<file path="src/design/lpht_pkg.sv">
`timescale 1ns / 1ps
`default_nettype none
// ----------------------------------------------------------------------------
// lpht_pkg
// Shared constants, codes and controller/datapath interface types for the
// linear probing hash table.
// ----------------------------------------------------------------------------
package lpht_pkg;

  localparam int TABLE_SLOTS_DEF = 32;
  localparam int VALUE_BITS_DEF  = 32;

  localparam int KEY_BITS   = 31;
  localparam int MARK_BITS  = 2;
  localparam int OP_BITS    = 2;
  localparam int DATA_BITS  = 32;
  localparam int STAT_BITS  = 2;
  localparam int SLOT_BITS  = 5;

  localparam int S_DATA_BITS = 72;
  localparam int M_DATA_BITS = 40;

  // The home slot is found by long division of the key, one byte per cycle.
  localparam int HASH_CHUNK = 8;
  localparam int HASH_STEPS = (KEY_BITS + HASH_CHUNK - 1) / HASH_CHUNK;
  localparam int HASH_BITS  = HASH_STEPS * HASH_CHUNK;
  localparam int HC_BITS    = $clog2(HASH_STEPS);

  localparam logic [OP_BITS-1:0] OP_INSERT = 2'd0;
  localparam logic [OP_BITS-1:0] OP_LOOKUP = 2'd1;
  localparam logic [OP_BITS-1:0] OP_DELETE = 2'd2;

  localparam logic [MARK_BITS-1:0] MARK_EMPTY = 2'd0;
  localparam logic [MARK_BITS-1:0] MARK_USED  = 2'd1;
  localparam logic [MARK_BITS-1:0] MARK_GONE  = 2'd2;

  localparam logic [STAT_BITS-1:0] ST_DONE    = 2'd0;
  localparam logic [STAT_BITS-1:0] ST_MISSING = 2'd1;
  localparam logic [STAT_BITS-1:0] ST_FULL    = 2'd2;

  typedef struct packed {
    logic clear;
    logic capture;
    logic hash_step;
    logic probe;
    logic load_out;
  } cmd_t;

  typedef struct packed {
    logic clear_done;
    logic hash_last;
    logic op_valid;
    logic decided;
  } sts_t;

endpackage
`default_nettype wire

</file>
<file path="src/design/lpht_ram.sv">
`timescale 1ns / 1ps
`default_nettype none
// ----------------------------------------------------------------------------
// lpht_ram
// Simple dual-port RAM: one write port, one read port with registered data.
// ----------------------------------------------------------------------------
module lpht_ram #(
  parameter int WIDTH = 8,
  parameter int DEPTH = 32
) (
  input  logic                     clk,
  input  logic                     we,
  input  logic [$clog2(DEPTH)-1:0] waddr,
  input  logic [WIDTH-1:0]         wdata,
  input  logic                     re,
  input  logic [$clog2(DEPTH)-1:0] raddr,
  output logic [WIDTH-1:0]         rdata
);

  logic [WIDTH-1:0] mem [DEPTH];

  always_ff @(posedge clk) begin
    if (we) begin
      mem[waddr] <= wdata;
    end
    if (re) begin
      rdata <= mem[raddr];
    end
  end

endmodule
`default_nettype wire

</file>
<file path="src/design/lpht_datapath.sv">
`timescale 1ns / 1ps
`default_nettype none
// ----------------------------------------------------------------------------
// lpht_datapath
// Item registers, home-slot divider, probe address and counters, slot memory
// and result/output registers.
// ----------------------------------------------------------------------------
module lpht_datapath #(
  parameter int TABLE_SLOTS = lpht_pkg::TABLE_SLOTS_DEF,
  parameter int VALUE_BITS  = lpht_pkg::VALUE_BITS_DEF
) (
  input  logic                           clk,
  input  logic                           rst,
  input  lpht_pkg::cmd_t                 cmd,
  output lpht_pkg::sts_t                 sts,
  input  logic [lpht_pkg::OP_BITS-1:0]   operation,
  input  logic [lpht_pkg::KEY_BITS-1:0]  key,
  input  logic [lpht_pkg::DATA_BITS-1:0] value,
  output logic [lpht_pkg::STAT_BITS-1:0] status,
  output logic [lpht_pkg::DATA_BITS-1:0] value_out,
  output logic [lpht_pkg::SLOT_BITS-1:0] slot_index
);
  import lpht_pkg::*;

  localparam int IW        = $clog2(TABLE_SLOTS);
  localparam int CW        = $clog2(TABLE_SLOTS + 1);
  localparam int WORD_BITS = MARK_BITS + KEY_BITS + VALUE_BITS;

  localparam logic [IW:0]    SLOTS_W   = (IW + 1)'(TABLE_SLOTS);
  localparam logic [IW-1:0]  LAST_SLOT = IW'(TABLE_SLOTS - 1);
  localparam logic [CW-1:0]  SLOTS_C   = CW'(TABLE_SLOTS);
  localparam logic [CW-1:0]  LAST_C    = CW'(TABLE_SLOTS - 1);
  localparam logic [HC_BITS-1:0] HC_LAST = HC_BITS'(HASH_STEPS - 1);

  logic [OP_BITS-1:0]    op_r;
  logic [KEY_BITS-1:0]   key_r;
  logic [VALUE_BITS-1:0] val_r;
  logic [HASH_BITS-1:0]  key_sh;
  logic [HC_BITS-1:0]    hc;
  logic [IW-1:0]         rem;
  logic [IW-1:0]         rem_next;
  logic [IW-1:0]         rd_addr;
  logic [IW-1:0]         rd_addr_next;
  logic [CW-1:0]         issued;
  logic [CW-1:0]         evaluated;
  logic                  pend;
  logic [IW-1:0]         ev_addr;
  logic [IW-1:0]         clr_addr;
  logic [STAT_BITS-1:0]  res_status;
  logic [DATA_BITS-1:0]  res_value;
  logic [SLOT_BITS-1:0]  res_slot;

  logic [63:0]           value_wide;
  logic [63:0]           rd_val_wide;
  logic [31:0]           ev_wide;
  logic                  hash_last;
  logic                  rd_en;
  logic                  ev_ok;
  logic                  is_ins;
  logic                  is_look;
  logic                  is_del;
  logic                  key_hit;
  logic                  hit;
  logic                  stop;
  logic                  exhaust;
  logic                  we;
  logic [IW-1:0]         waddr;
  logic [WORD_BITS-1:0]  wdata;
  logic [WORD_BITS-1:0]  rd_data;
  logic [MARK_BITS-1:0]  rd_mark;
  logic [KEY_BITS-1:0]   rd_key;
  logic [VALUE_BITS-1:0] rd_val;

  assign value_wide  = 64'(value);
  assign rd_val_wide = 64'(rd_val);
  assign ev_wide     = 32'(ev_addr);

  // Eight steps of restoring division per cycle, most significant key bits first.
  always_comb begin
    logic [IW:0]   t;
    logic [IW-1:0] r;
    t = '0;
    r = rem;
    for (int i = 0; i < HASH_CHUNK; i++) begin
      t = {r, key_sh[HASH_BITS-1-i]};
      if (t >= SLOTS_W) begin
        t = t - SLOTS_W;
      end
      r = t[IW-1:0];
    end
    rem_next = r;
  end

  assign hash_last    = cmd.hash_step && (hc == HC_LAST);
  assign rd_addr_next = (rd_addr == LAST_SLOT) ? '0 : rd_addr + IW'(1);

  // Reads run one slot ahead of the evaluation of the previous slot's word.
  assign rd_en = cmd.probe && (issued != SLOTS_C);
  assign ev_ok = cmd.probe && pend;

  assign rd_mark = rd_data[MARK_BITS-1:0];
  assign rd_key  = rd_data[MARK_BITS +: KEY_BITS];
  assign rd_val  = rd_data[MARK_BITS + KEY_BITS +: VALUE_BITS];

  assign is_ins  = (op_r == OP_INSERT);
  assign is_look = (op_r == OP_LOOKUP);
  assign is_del  = (op_r == OP_DELETE);
  assign key_hit = (rd_mark == MARK_USED) && (rd_key == key_r);

  assign hit     = ev_ok && (is_ins ? (rd_mark != MARK_USED) : ((is_look || is_del) && key_hit));
  assign stop    = ev_ok && !is_ins && (rd_mark == MARK_EMPTY);
  assign exhaust = ev_ok && (evaluated == LAST_C);

  // A delete rewrites the slot with its own key and value and a tombstone mark.
  assign we    = cmd.clear || (hit && !is_look);
  assign waddr = cmd.clear ? clr_addr : ev_addr;
  always_comb begin
    if (cmd.clear) begin
      wdata = WORD_BITS'(MARK_EMPTY);
    end else if (is_ins) begin
      wdata = {val_r, key_r, MARK_USED};
    end else begin
      wdata = {rd_val, rd_key, MARK_GONE};
    end
  end

  lpht_ram #(
    .WIDTH (WORD_BITS),
    .DEPTH (TABLE_SLOTS)
  ) u_slots (
    .clk   (clk),
    .we    (we),
    .waddr (waddr),
    .wdata (wdata),
    .re    (rd_en),
    .raddr (rd_addr),
    .rdata (rd_data)
  );

  always_ff @(posedge clk) begin
    if (rst) begin
      clr_addr  <= '0;
      hc        <= '0;
      rd_addr   <= '0;
      issued    <= '0;
      evaluated <= '0;
      pend      <= 1'b0;
    end else begin
      if (cmd.clear) begin
        clr_addr <= clr_addr + IW'(1);
      end
      if (cmd.capture) begin
        hc <= '0;
      end
      if (cmd.hash_step) begin
        hc <= hc + HC_BITS'(1);
      end
      if (hash_last) begin
        rd_addr   <= rem_next;
        issued    <= '0;
        evaluated <= '0;
      end
      if (rd_en) begin
        rd_addr <= rd_addr_next;
        issued  <= issued + CW'(1);
      end
      if (ev_ok) begin
        evaluated <= evaluated + CW'(1);
      end
      pend <= rd_en;
    end
  end

  always_ff @(posedge clk) begin
    if (cmd.capture) begin
      op_r   <= operation;
      key_r  <= key;
      val_r  <= value_wide[VALUE_BITS-1:0];
      key_sh <= HASH_BITS'(key);
      rem    <= '0;
    end
    if (cmd.hash_step) begin
      key_sh <= key_sh << HASH_CHUNK;
      rem    <= rem_next;
    end
    // The failure result is preset, so running out of slots needs no extra step.
    if (hash_last) begin
      res_status <= is_ins ? ST_FULL : ST_MISSING;
      res_value  <= '0;
      res_slot   <= '0;
    end
    if (rd_en) begin
      ev_addr <= rd_addr;
    end
    if (hit) begin
      res_status <= ST_DONE;
      res_slot   <= ev_wide[SLOT_BITS-1:0];
      res_value  <= is_look ? rd_val_wide[DATA_BITS-1:0] : '0;
    end
    if (cmd.load_out) begin
      status     <= res_status;
      value_out  <= res_value;
      slot_index <= res_slot;
    end
  end

  assign sts.clear_done = (clr_addr == LAST_SLOT);
  assign sts.hash_last  = (hc == HC_LAST);
  assign sts.op_valid   = is_ins || is_look || is_del;
  assign sts.decided    = hit || stop || exhaust;

`ifndef ASSERT_OFF
  a_issued_bound : assert property (@(posedge clk) disable iff (rst)
    issued <= SLOTS_C)
    else $error("more probe reads issued than there are slots");

  a_eval_behind : assert property (@(posedge clk) disable iff (rst)
    evaluated <= issued)
    else $error("a slot word was evaluated without having been read");

  a_no_collide : assert property (@(posedge clk) disable iff (rst)
    (we && rd_en) |-> (waddr != rd_addr))
    else $error("slot write and probe read address the same slot");
`endif

endmodule
`default_nettype wire

</file>
<file path="src/design/lpht_ctrl.sv">
`timescale 1ns / 1ps
`default_nettype none
// ----------------------------------------------------------------------------
// lpht_ctrl
// Controller: clearing pass, item acceptance, home-slot division, probing
// and hand-over of the result to the output register.
// ----------------------------------------------------------------------------
module lpht_ctrl (
  input  logic           clk,
  input  logic           rst,
  input  logic           s_tvalid,
  output logic           s_tready,
  output logic           m_tvalid,
  input  logic           m_tready,
  output lpht_pkg::cmd_t cmd,
  input  lpht_pkg::sts_t sts
);
  import lpht_pkg::*;

  typedef enum logic [4:0] {
    S_CLEAR = 5'b00001,
    S_IDLE  = 5'b00010,
    S_HASH  = 5'b00100,
    S_PROBE = 5'b01000,
    S_HOLD  = 5'b10000
  } state_t;

  state_t state;
  state_t state_next;

  assign s_tready = (state == S_IDLE);

  always_comb begin
    cmd        = '0;
    state_next = state;
    case (state)
      S_CLEAR: begin
        cmd.clear = 1'b1;
        if (sts.clear_done) begin
          state_next = S_IDLE;
        end
      end
      S_IDLE: begin
        if (s_tvalid) begin
          cmd.capture = 1'b1;
          state_next  = S_HASH;
        end
      end
      S_HASH: begin
        cmd.hash_step = 1'b1;
        // An unused operation code goes straight to its preset result.
        if (sts.hash_last) begin
          state_next = sts.op_valid ? S_PROBE : S_HOLD;
        end
      end
      S_PROBE: begin
        cmd.probe = 1'b1;
        if (sts.decided) begin
          state_next = S_HOLD;
        end
      end
      S_HOLD: begin
        if (!m_tvalid || m_tready) begin
          cmd.load_out = 1'b1;
          state_next   = S_IDLE;
        end
      end
      default: begin
        state_next = S_IDLE;
      end
    endcase
  end

  always_ff @(posedge clk) begin
    if (rst) begin
      state    <= S_CLEAR;
      m_tvalid <= 1'b0;
    end else begin
      state <= state_next;
      if (cmd.load_out) begin
        m_tvalid <= 1'b1;
      end else if (m_tready) begin
        m_tvalid <= 1'b0;
      end
    end
  end

`ifndef ASSERT_OFF
  a_load_free : assert property (@(posedge clk) disable iff (rst)
    cmd.load_out |-> (!m_tvalid || m_tready))
    else $error("result loaded over a word not yet taken");

  a_load_shown : assert property (@(posedge clk) disable iff (rst)
    cmd.load_out |=> m_tvalid)
    else $error("loaded result not presented on the output");
`endif

endmodule
`default_nettype wire

</file>
<file path="src/design/linear_probe_hash_table.sv">
`timescale 1ns / 1ps
`default_nettype none
// ----------------------------------------------------------------------------
// linear_probe_hash_table
// Open-addressing hash table with linear probing: insert, lookup and delete
// with tombstones, home slot at key modulo the slot count.
// ----------------------------------------------------------------------------
// Channel   Dir  Handshake           Word
// s_*       in   s_tvalid/s_tready   operation, key, value
// m_*       out  m_tvalid/m_tready   status, value_out, slot_index
//
// After reset a clearing pass marks every slot empty, one slot a cycle;
// s_tready stays low meanwhile.
// An item goes through home-slot division of the key, then one read of the
// slot memory per slot probed (1 to TABLE_SLOTS); an unused operation skips
// the probing. The next item is accepted only once the result has been
// moved into the output register.
// A finished result waits in the output register while the next item is taken;
// a further result waits until that word is taken.
// ----------------------------------------------------------------------------
module linear_probe_hash_table #(
  parameter int TABLE_SLOTS = lpht_pkg::TABLE_SLOTS_DEF,
  parameter int VALUE_BITS  = lpht_pkg::VALUE_BITS_DEF
) (
  input  logic                             clk,
  input  logic                             rst,
  input  logic                             s_tvalid,
  output logic                             s_tready,
  // operation [1:0], key [32:2], value [64:33], zero fill [71:65]
  input  logic [lpht_pkg::S_DATA_BITS-1:0] s_tdata,
  output logic                             m_tvalid,
  input  logic                             m_tready,
  // status [1:0], value_out [33:2], slot_index [38:34], zero fill [39]
  output logic [lpht_pkg::M_DATA_BITS-1:0] m_tdata
);
  import lpht_pkg::*;

  localparam int KEY_LO = OP_BITS;
  localparam int VAL_LO = OP_BITS + KEY_BITS;
  localparam int PAD_BITS = M_DATA_BITS - STAT_BITS - DATA_BITS - SLOT_BITS;

  cmd_t                 cmd;
  sts_t                 sts;
  logic [STAT_BITS-1:0] status;
  logic [DATA_BITS-1:0] value_out;
  logic [SLOT_BITS-1:0] slot_index;

  lpht_ctrl u_ctrl (
    .clk      (clk),
    .rst      (rst),
    .s_tvalid (s_tvalid),
    .s_tready (s_tready),
    .m_tvalid (m_tvalid),
    .m_tready (m_tready),
    .cmd      (cmd),
    .sts      (sts)
  );

  lpht_datapath #(
    .TABLE_SLOTS (TABLE_SLOTS),
    .VALUE_BITS  (VALUE_BITS)
  ) u_datapath (
    .clk        (clk),
    .rst        (rst),
    .cmd        (cmd),
    .sts        (sts),
    .operation  (s_tdata[OP_BITS-1:0]),
    .key        (s_tdata[KEY_LO +: KEY_BITS]),
    .value      (s_tdata[VAL_LO +: DATA_BITS]),
    .status     (status),
    .value_out  (value_out),
    .slot_index (slot_index)
  );

  assign m_tdata = {{PAD_BITS{1'b0}}, slot_index, value_out, status};

endmodule
`default_nettype wire

</file>
<file path="config.mk">
export PLATFORM = sky130hd
export DESIGN_NAME = linear_probe_hash_table
export DESIGN_NICKNAME = d
export VERILOG_FILES = /design/src/design/lpht_pkg.sv /design/src/design/lpht_ram.sv /design/src/design/lpht_datapath.sv /design/src/design/lpht_ctrl.sv /design/src/design/linear_probe_hash_table.sv
export SDC_FILE = /design/constraint.sdc
export NUM_CORES = 2
export LEC_CHECK = 0
export BUFFER_PORTS_ARGS = -buffer_cell sky130_fd_sc_hd__buf_2
export CORE_MARGIN = 2
export CORE_UTILIZATION = 40
export CTS_BUF_LIST = sky130_fd_sc_hd__clkbuf_2
export CTS_CLUSTER_DIAMETER = 40
export DETAILED_ROUTE_END_ITERATION = 12
export PLACE_DENSITY = 0.51
export SLEW_MARGIN = 10
export SYNTH_ARGS = -nofsm -noshare
export SYNTH_HDL_FRONTEND = slang
export SYNTH_SLANG_ARGS = --single-unit
export TNS_END_PERCENT = 30
</file>
<file path="constraint.sdc">
create_clock -name clk -period 6.6 [get_ports clk]
set_input_delay 0.66 -clock clk [delete_from_list [all_inputs] [get_ports clk]]
set_output_delay 0.66 -clock clk [all_outputs]
set_load 0.01 [all_outputs]
</file>
# Word level (Yosys, flattened, before mapping)
# Memory sizes are Yosys's and may differ from the RTL's. A register that Yosys moved wholly into a read port is not among the register bits.
# Cells that the tools add are included.
# word_totals
ff_bits	216
latchBits	0
mem_bits_rw	2080
rom_bits	0
in_bits	76
wordCells	139
memories	1
# classes
add_sub_neg	13
multipliers	0
div_mod_pow	0
order_cmp	8
eq_ne	20
shift	0
n_mux	48
bitwise_logic	0
reduce_logical	28
# memory_table
memory	words	word_bits	read_ports	rd_clocked_by_memory_dff	write_ports	line	rtl
u_datapath.u_slots.mem	32	65	1	1	1	lpht_ram.sv:20	logic [WIDTH-1:0] mem [DEPTH];
# op_table
cell	n
32-bit two-way mux	5
65-bit two-way mux	2
5-bit two-way mux	22
6-bit >= comparator, second input constant	8
5-bit by 1-bit subtractor with 5-bit output, second input constant	8
31-bit == test	1
5-bit case mux with 5 select lines	1
6-bit two-way mux	3
5-bit == test, second input constant	3
6-bit by 1-bit adder with 6-bit output, second input constant	2
1-bit two-way mux	12
5-bit by 1-bit adder with 5-bit output, second input constant	2
1-bit logical AND	10
2-bit nonzero test	5
2-bit != test, second input constant	4
1-bit logical OR	7
6-bit by 5-bit == test with 1-bit output, second input constant	1
2-bit two-way mux	3
6-bit != test, second input constant	1
5-bit by 1-bit == test with 1-bit output, second input constant	1
5-bit by 2-bit == test with 1-bit output, second input constant	1
5-bit by 3-bit == test with 1-bit output, second input constant	1
5-bit by 4-bit == test with 1-bit output, second input constant	1
5-bit AND reduction	1
6 further kinds	12

# Logic depth before layout (Yosys ltp)
# logic_depth
word_depth	18
ltp_mapped	9
ltp_nobuf	8

# Cells and area by module
# From an unflattened synthesis, not the netlist that was laid out.
# hier_totals
cells_unflattened	3831
area_unflattened_um2	89530.9
# by_module_without_submodules
module	n_inst	cells_per_inst	area_each_um2	seq_area_each_um2
lpht_ram	1	3147	80845.0	64411.8
lpht_datapath	1	643	8341.8	5475.3
lpht_ctrl	1	39	332.8	120.1
linear_probe_hash_table	1	2	11.3	0.0

# Least setup slack after synthesis
# No wires, ideal clock.
# synth_path
kind	flip-flop to flip-flop
startpoint	reg u_ctrl.state[4]
endpoint	mem u_datapath.u_slots.mem[1][0] in the netlist's numbering (enable)
setup_ps	489
t_arrival_ps	4549
setup_slack_ps	1562
stages_incl_launch_ff	7
period_less_slack_ps	5038
cell_sequence	dfxtp_1 > nor4_2 > nand3_1 > or4b_1 > o31a_1 > o31a_2 > nor2_1
# synth_via
elab_chain_cells	8
elab_cells_between_ends	11
classes_between	eq/ne: 2; mux: 5; reduce/logical: 4
# synth_lines
item	line	rtl
start: declaration	lpht_ctrl.sv:28	state_t state;
start signal: assignment	lpht_ctrl.sv:79	state <= state_next;
5-bit by 4-bit == test with 1-bit output	lpht_ctrl.sv:36	case (state)
1-bit two-way mux	lpht_ctrl.sv:36	
1-bit logical AND	lpht_datapath.sv:99	assign ev_ok = cmd.probe && pend;
1-bit logical AND	lpht_datapath.sv:110	assign hit = ev_ok && (is_ins ? (rd_mark != MARK_USED) : ((is_look || is_del) && key_hit));
1-bit logical AND	lpht_datapath.sv:115	assign we = cmd.clear || (hit && !is_look);
1-bit logical OR	lpht_datapath.sv:115	
1-bit two-way mux	lpht_ram.sv:23	if (we) begin
1-bit two-way mux (not written as such)	lpht_ram.sv:24	mem[waddr] <= wdata;
end: declaration	lpht_ram.sv:20	
# Parallel ways exist; a longest one is shown, timed or not.

# Worst setup path after layout
# layout_path
startpoint	reg u_datapath.u_slots.rdata[4] (read register of u_datapath.u_slots.mem)
endpoint	mem u_datapath.u_slots.mem[15][46] in the netlist's numbering (enable)
# layout_via
elab_chain_cells	9
# layout_lines
item	line	rtl
start: declaration	lpht_ram.sv:17	output logic [WIDTH-1:0] rdata
31-bit == test	lpht_datapath.sv:108	assign key_hit = (rd_mark == MARK_USED) && (rd_key == key_r);
1-bit logical AND	lpht_datapath.sv:108	
1-bit logical AND	lpht_datapath.sv:110	
1-bit two-way mux	lpht_datapath.sv:110	
1-bit logical AND	lpht_datapath.sv:110	
1-bit logical AND	lpht_datapath.sv:115	
1-bit logical OR	lpht_datapath.sv:115	
1-bit two-way mux	lpht_ram.sv:23	
1-bit two-way mux (not written as such)	lpht_ram.sv:24	
# Every way passes these cells.

==> out/metrics.yaml <==
worst_setup_path:
  crit_path_cell_trace: "xnor2_1 > nand4_1 > nor4_1 > a31oi_1 > o31a_1 > nor2_4 > buf_4"
  max_stage_delay_ns: 0.90
  worstSetupPathType: "reg -> reg"
  start_kind: "flip-flop"
  cp.required_ns: 7.95
  crit_slowest_cell: "nor2_4"
  end_kind: "flip-flop"
  cp_max_fo: 17
  cp.arrival_ns: 5.93
sta:
  slew_headroom: 0.1705
  post-route-period-util: 0.6946
  fmax_ghz: 0.2181
  tightest_slew_ns: 1.244
  finalSetupViolations: 0
  fin_crit_ns: 4.584
  maxSlewViolCount: 0
  fin_tns_setup_ns: 0
  skew_ns: 0.2345
  hold_viol: 0
  rsz0062_at_grt: "no"
clock_network:
  clk_latency_ns: 1.94
  hold_buffers: 179
  cts_tree: "done"
  cts_setup_buffers: 0
  cts-buffers-inserted: 613
  clockRootBuffer: "clkbuf_2"
  clock_sinks: 2344
  clk_path_buf_depth: 4
  cts_max_level: 6
  clk_pin_slew_worst_paths_ns: 0.10
  cts-resized-gates: 0
drt:
  viasPerCell: 5.398
  ant_nets: 0
  vias: 42960
  dr.pass1.iters: 5
  drt_iter0_markers: 3712
  drcViolationCount: 0
  wl_um: 233200
  wl_per_cell_um: 29.30
cells_and_area:
  final_nets: 4683
  area_growth_pct: 13.53
  n_fill_cell: 18990
  drive_gt1_frac: 0.3909
  finalNonFillerCells: 7959
synth:
  synth_top_area_share: 0.7757
  synth.distinct_cells: 54
  syn-mean-instance-area_um2: 23.98
  synth_edf_count: 2306
  synth.net_count: 3810
  ys_warn_count: 0
  synth_area_leaders: "edfxtp_1, mux4_2, mux2_2"
  netlist_area_um2: 89270
  async_reset_ff_frac: 0
  syn_inst: 3723
  ys_ff_latch: 2344
  synth_largest_area_cell: "edfxtp_1"
  synth_flop_cell: "edfxtp_1"
  ys_seq_area_frac: 0.7842
die:
  die_w_um: 476.4
  die_y_um: 476.4
  core_um2: 222100
  initial_core_util: 0.4020
  ios: 118
  die-area_um2: 227000
  placement_rows: 173
grt:
  use_met1: 0.2816
  grt_overflow_total: 0
  grtUsageTotal: 0.2046
  met2_usage: 0.3281
  grt_max_degree: 108
  busiest_layer: "met2"
  grt_use_met3: 0.04081
  grt_pass1_wl_um: 331800
  grt_pass1_vias: 45800
  antenna_found_initial: 13
power:
  vdd.ir_drop.worst_v: 0.0003454
  p_per_area_nw_per_um2: 295.9
  leakage_nw: 32.06
job:
  maxCapViolCount: 0
status:
  status: "finished, final reports clean"
placement:
  dp_hpwl_um: 117500
  io_buffer_count: 109
  place_inst: 6777
  gp_congestion: 0.7480
worst_hold_path:
  hold_path_class: "in -> reg"
-- path summary, 6_finish.rpt --
check | from | end | slack [ns] | cells past startpoint
worst max-delay path | u_datapath.u_slots.rdata[4] | u_datapath.u_slots.mem[15][46] | 2.02 | 7
worst min-delay path | s_tdata[8] | u_datapath.key_r[6] | 0.27 | 3
worst max register to register | u_datapath.u_slots.rdata[4] | u_datapath.u_slots.mem[15][46] | 2.02 | 7
worst min register to register | u_datapath.res_value[2] | u_datapath.value_out[2] | 0.32 | 0
-- synth_stat cells (all sizes together), types with 2 or more instances --
cell type     n
a2111o        2
a21oi        27
a22o         15
a311oi        3
a31oi         5
and2         40
and3          3
buf          98
clkbuf       87
dfxtp        38
edfxtp     2306
ha           11
inv          14
mux2         68
mux2i        64
mux4        650
nand2        34
nand2b        8
nand3        10
nand3b        7
nand4         9
nor2        129
nor2b         8
nor3         12
nor3b         5
nor4          4
o21ai         8
o31a          4
or2           4
or3           3
xnor2        29
xor2          2
-- metrics by stage --
stage	hold WS [ns]	setup WS [ns]	utilization	total power [mW]	instance area, µm²
2_1_floorplan	0.4003	1.562	-	19.43	89270
3_3_place_gp	0.4021	2.044	0.4253	20.66	94450
3_5_place_dp	0.4045	2.004	0.4253	20.73	94450
4_1_cts	0.009840	2.009	0.4562	30.44	101300
5_1_grt	0.05336	1.861	0.4563	31.37	101300
6_report	0.2746	2.016	0.4564	29.99	101400
-- per-layer routing --
layer	up-vias	wire length, µm
met5	-	26
met2	1447	113700
li1	17980	-
met4	4	5890
met1	23180	100500
met3	351	13000
-- layout by cell type (no fill, tap or decap), types with 40 or more instances in the layout --
cell / instances
edfxtp_1: 2306
and2_1: 40
buf_2: 109
clkinv_1: 85
dlygate4sd3_1: 178
mux2_2: 68
buf_4: 131
clkbuf_2: 870
mux4_2: 650
nor2_1: 97
mux2i_1: 64
-- logic make-up (layout without fill, tap and decap cells) --
logic type | after synthesis | in the layout | share of synthesized area
AO/OA/AOI/OAI | 74 | 74 | 0.005691
XOR/XNOR | 31 | 31 | 0.003041
adder cells (fa/ha/maj) | 11 | 11 | 0.001542
buffers and inverters | 199 | 1447 | 0.01036
flip-flops | 2344 | 2344 | 0.7842
multiplexers | 782 | 782 | 0.1797
other | 1 | 14 | 0.00004201
AND/OR/NAND/NOR | 281 | 281 | 0.01539
-- flip-flops by register name (all words and copies together) (netlist names), 6 cells and up --
name,count
u_datapath.evaluated,6
u_datapath.key_r,31
u_datapath.res_value,32
u_datapath.u_slots.rdata,65
u_datapath.value_out,32
u_datapath.u_slots.mem,2080
u_datapath.val_r,32
u_datapath.key_sh,20
u_datapath.issued,6
-- critical path, delay by kind of cell (launching register included) --
| family | cells | cell delay, ns |
|---|---|---|
| DFF | 1 | 0.42 |
| and+or+nand+nor | 3 | 1.85 |
| buffers and inverters | 1 | 0.47 |
| xor gates and xnor gates | 1 | 0.20 |
| AOI/OAI and AO/OA | 2 | 1.08 |
-- area by class of cell --
class | count | area, µm² | share of cell area
inverters | 14 | 62.56 | 0.0006173
multi-input cells | 1180 | 18630 | 0.1839
flip-flops and latches | 2344 | 70030 | 0.6909
diodes | 13 | 32.53 | 0.0003210
clock inverters | 120 | 709.4 | 0.007000
repair buffers | 443 | 3811 | 0.03760
well taps | 2975 | 3722 | 0.03673
clock buffers | 870 | 4354 | 0.04296
-- power breakdown --
group / total (mW) / switching (mW) / internal (mW)
registers: 17.7 / 0.157 / 17.6
logic: 2.69 / 1.79 / 0.901
clock network: 9.59 / 5.77 / 3.83
total: 30.0 / 7.71 / 22.3
(Power assumes the default switching activity.)
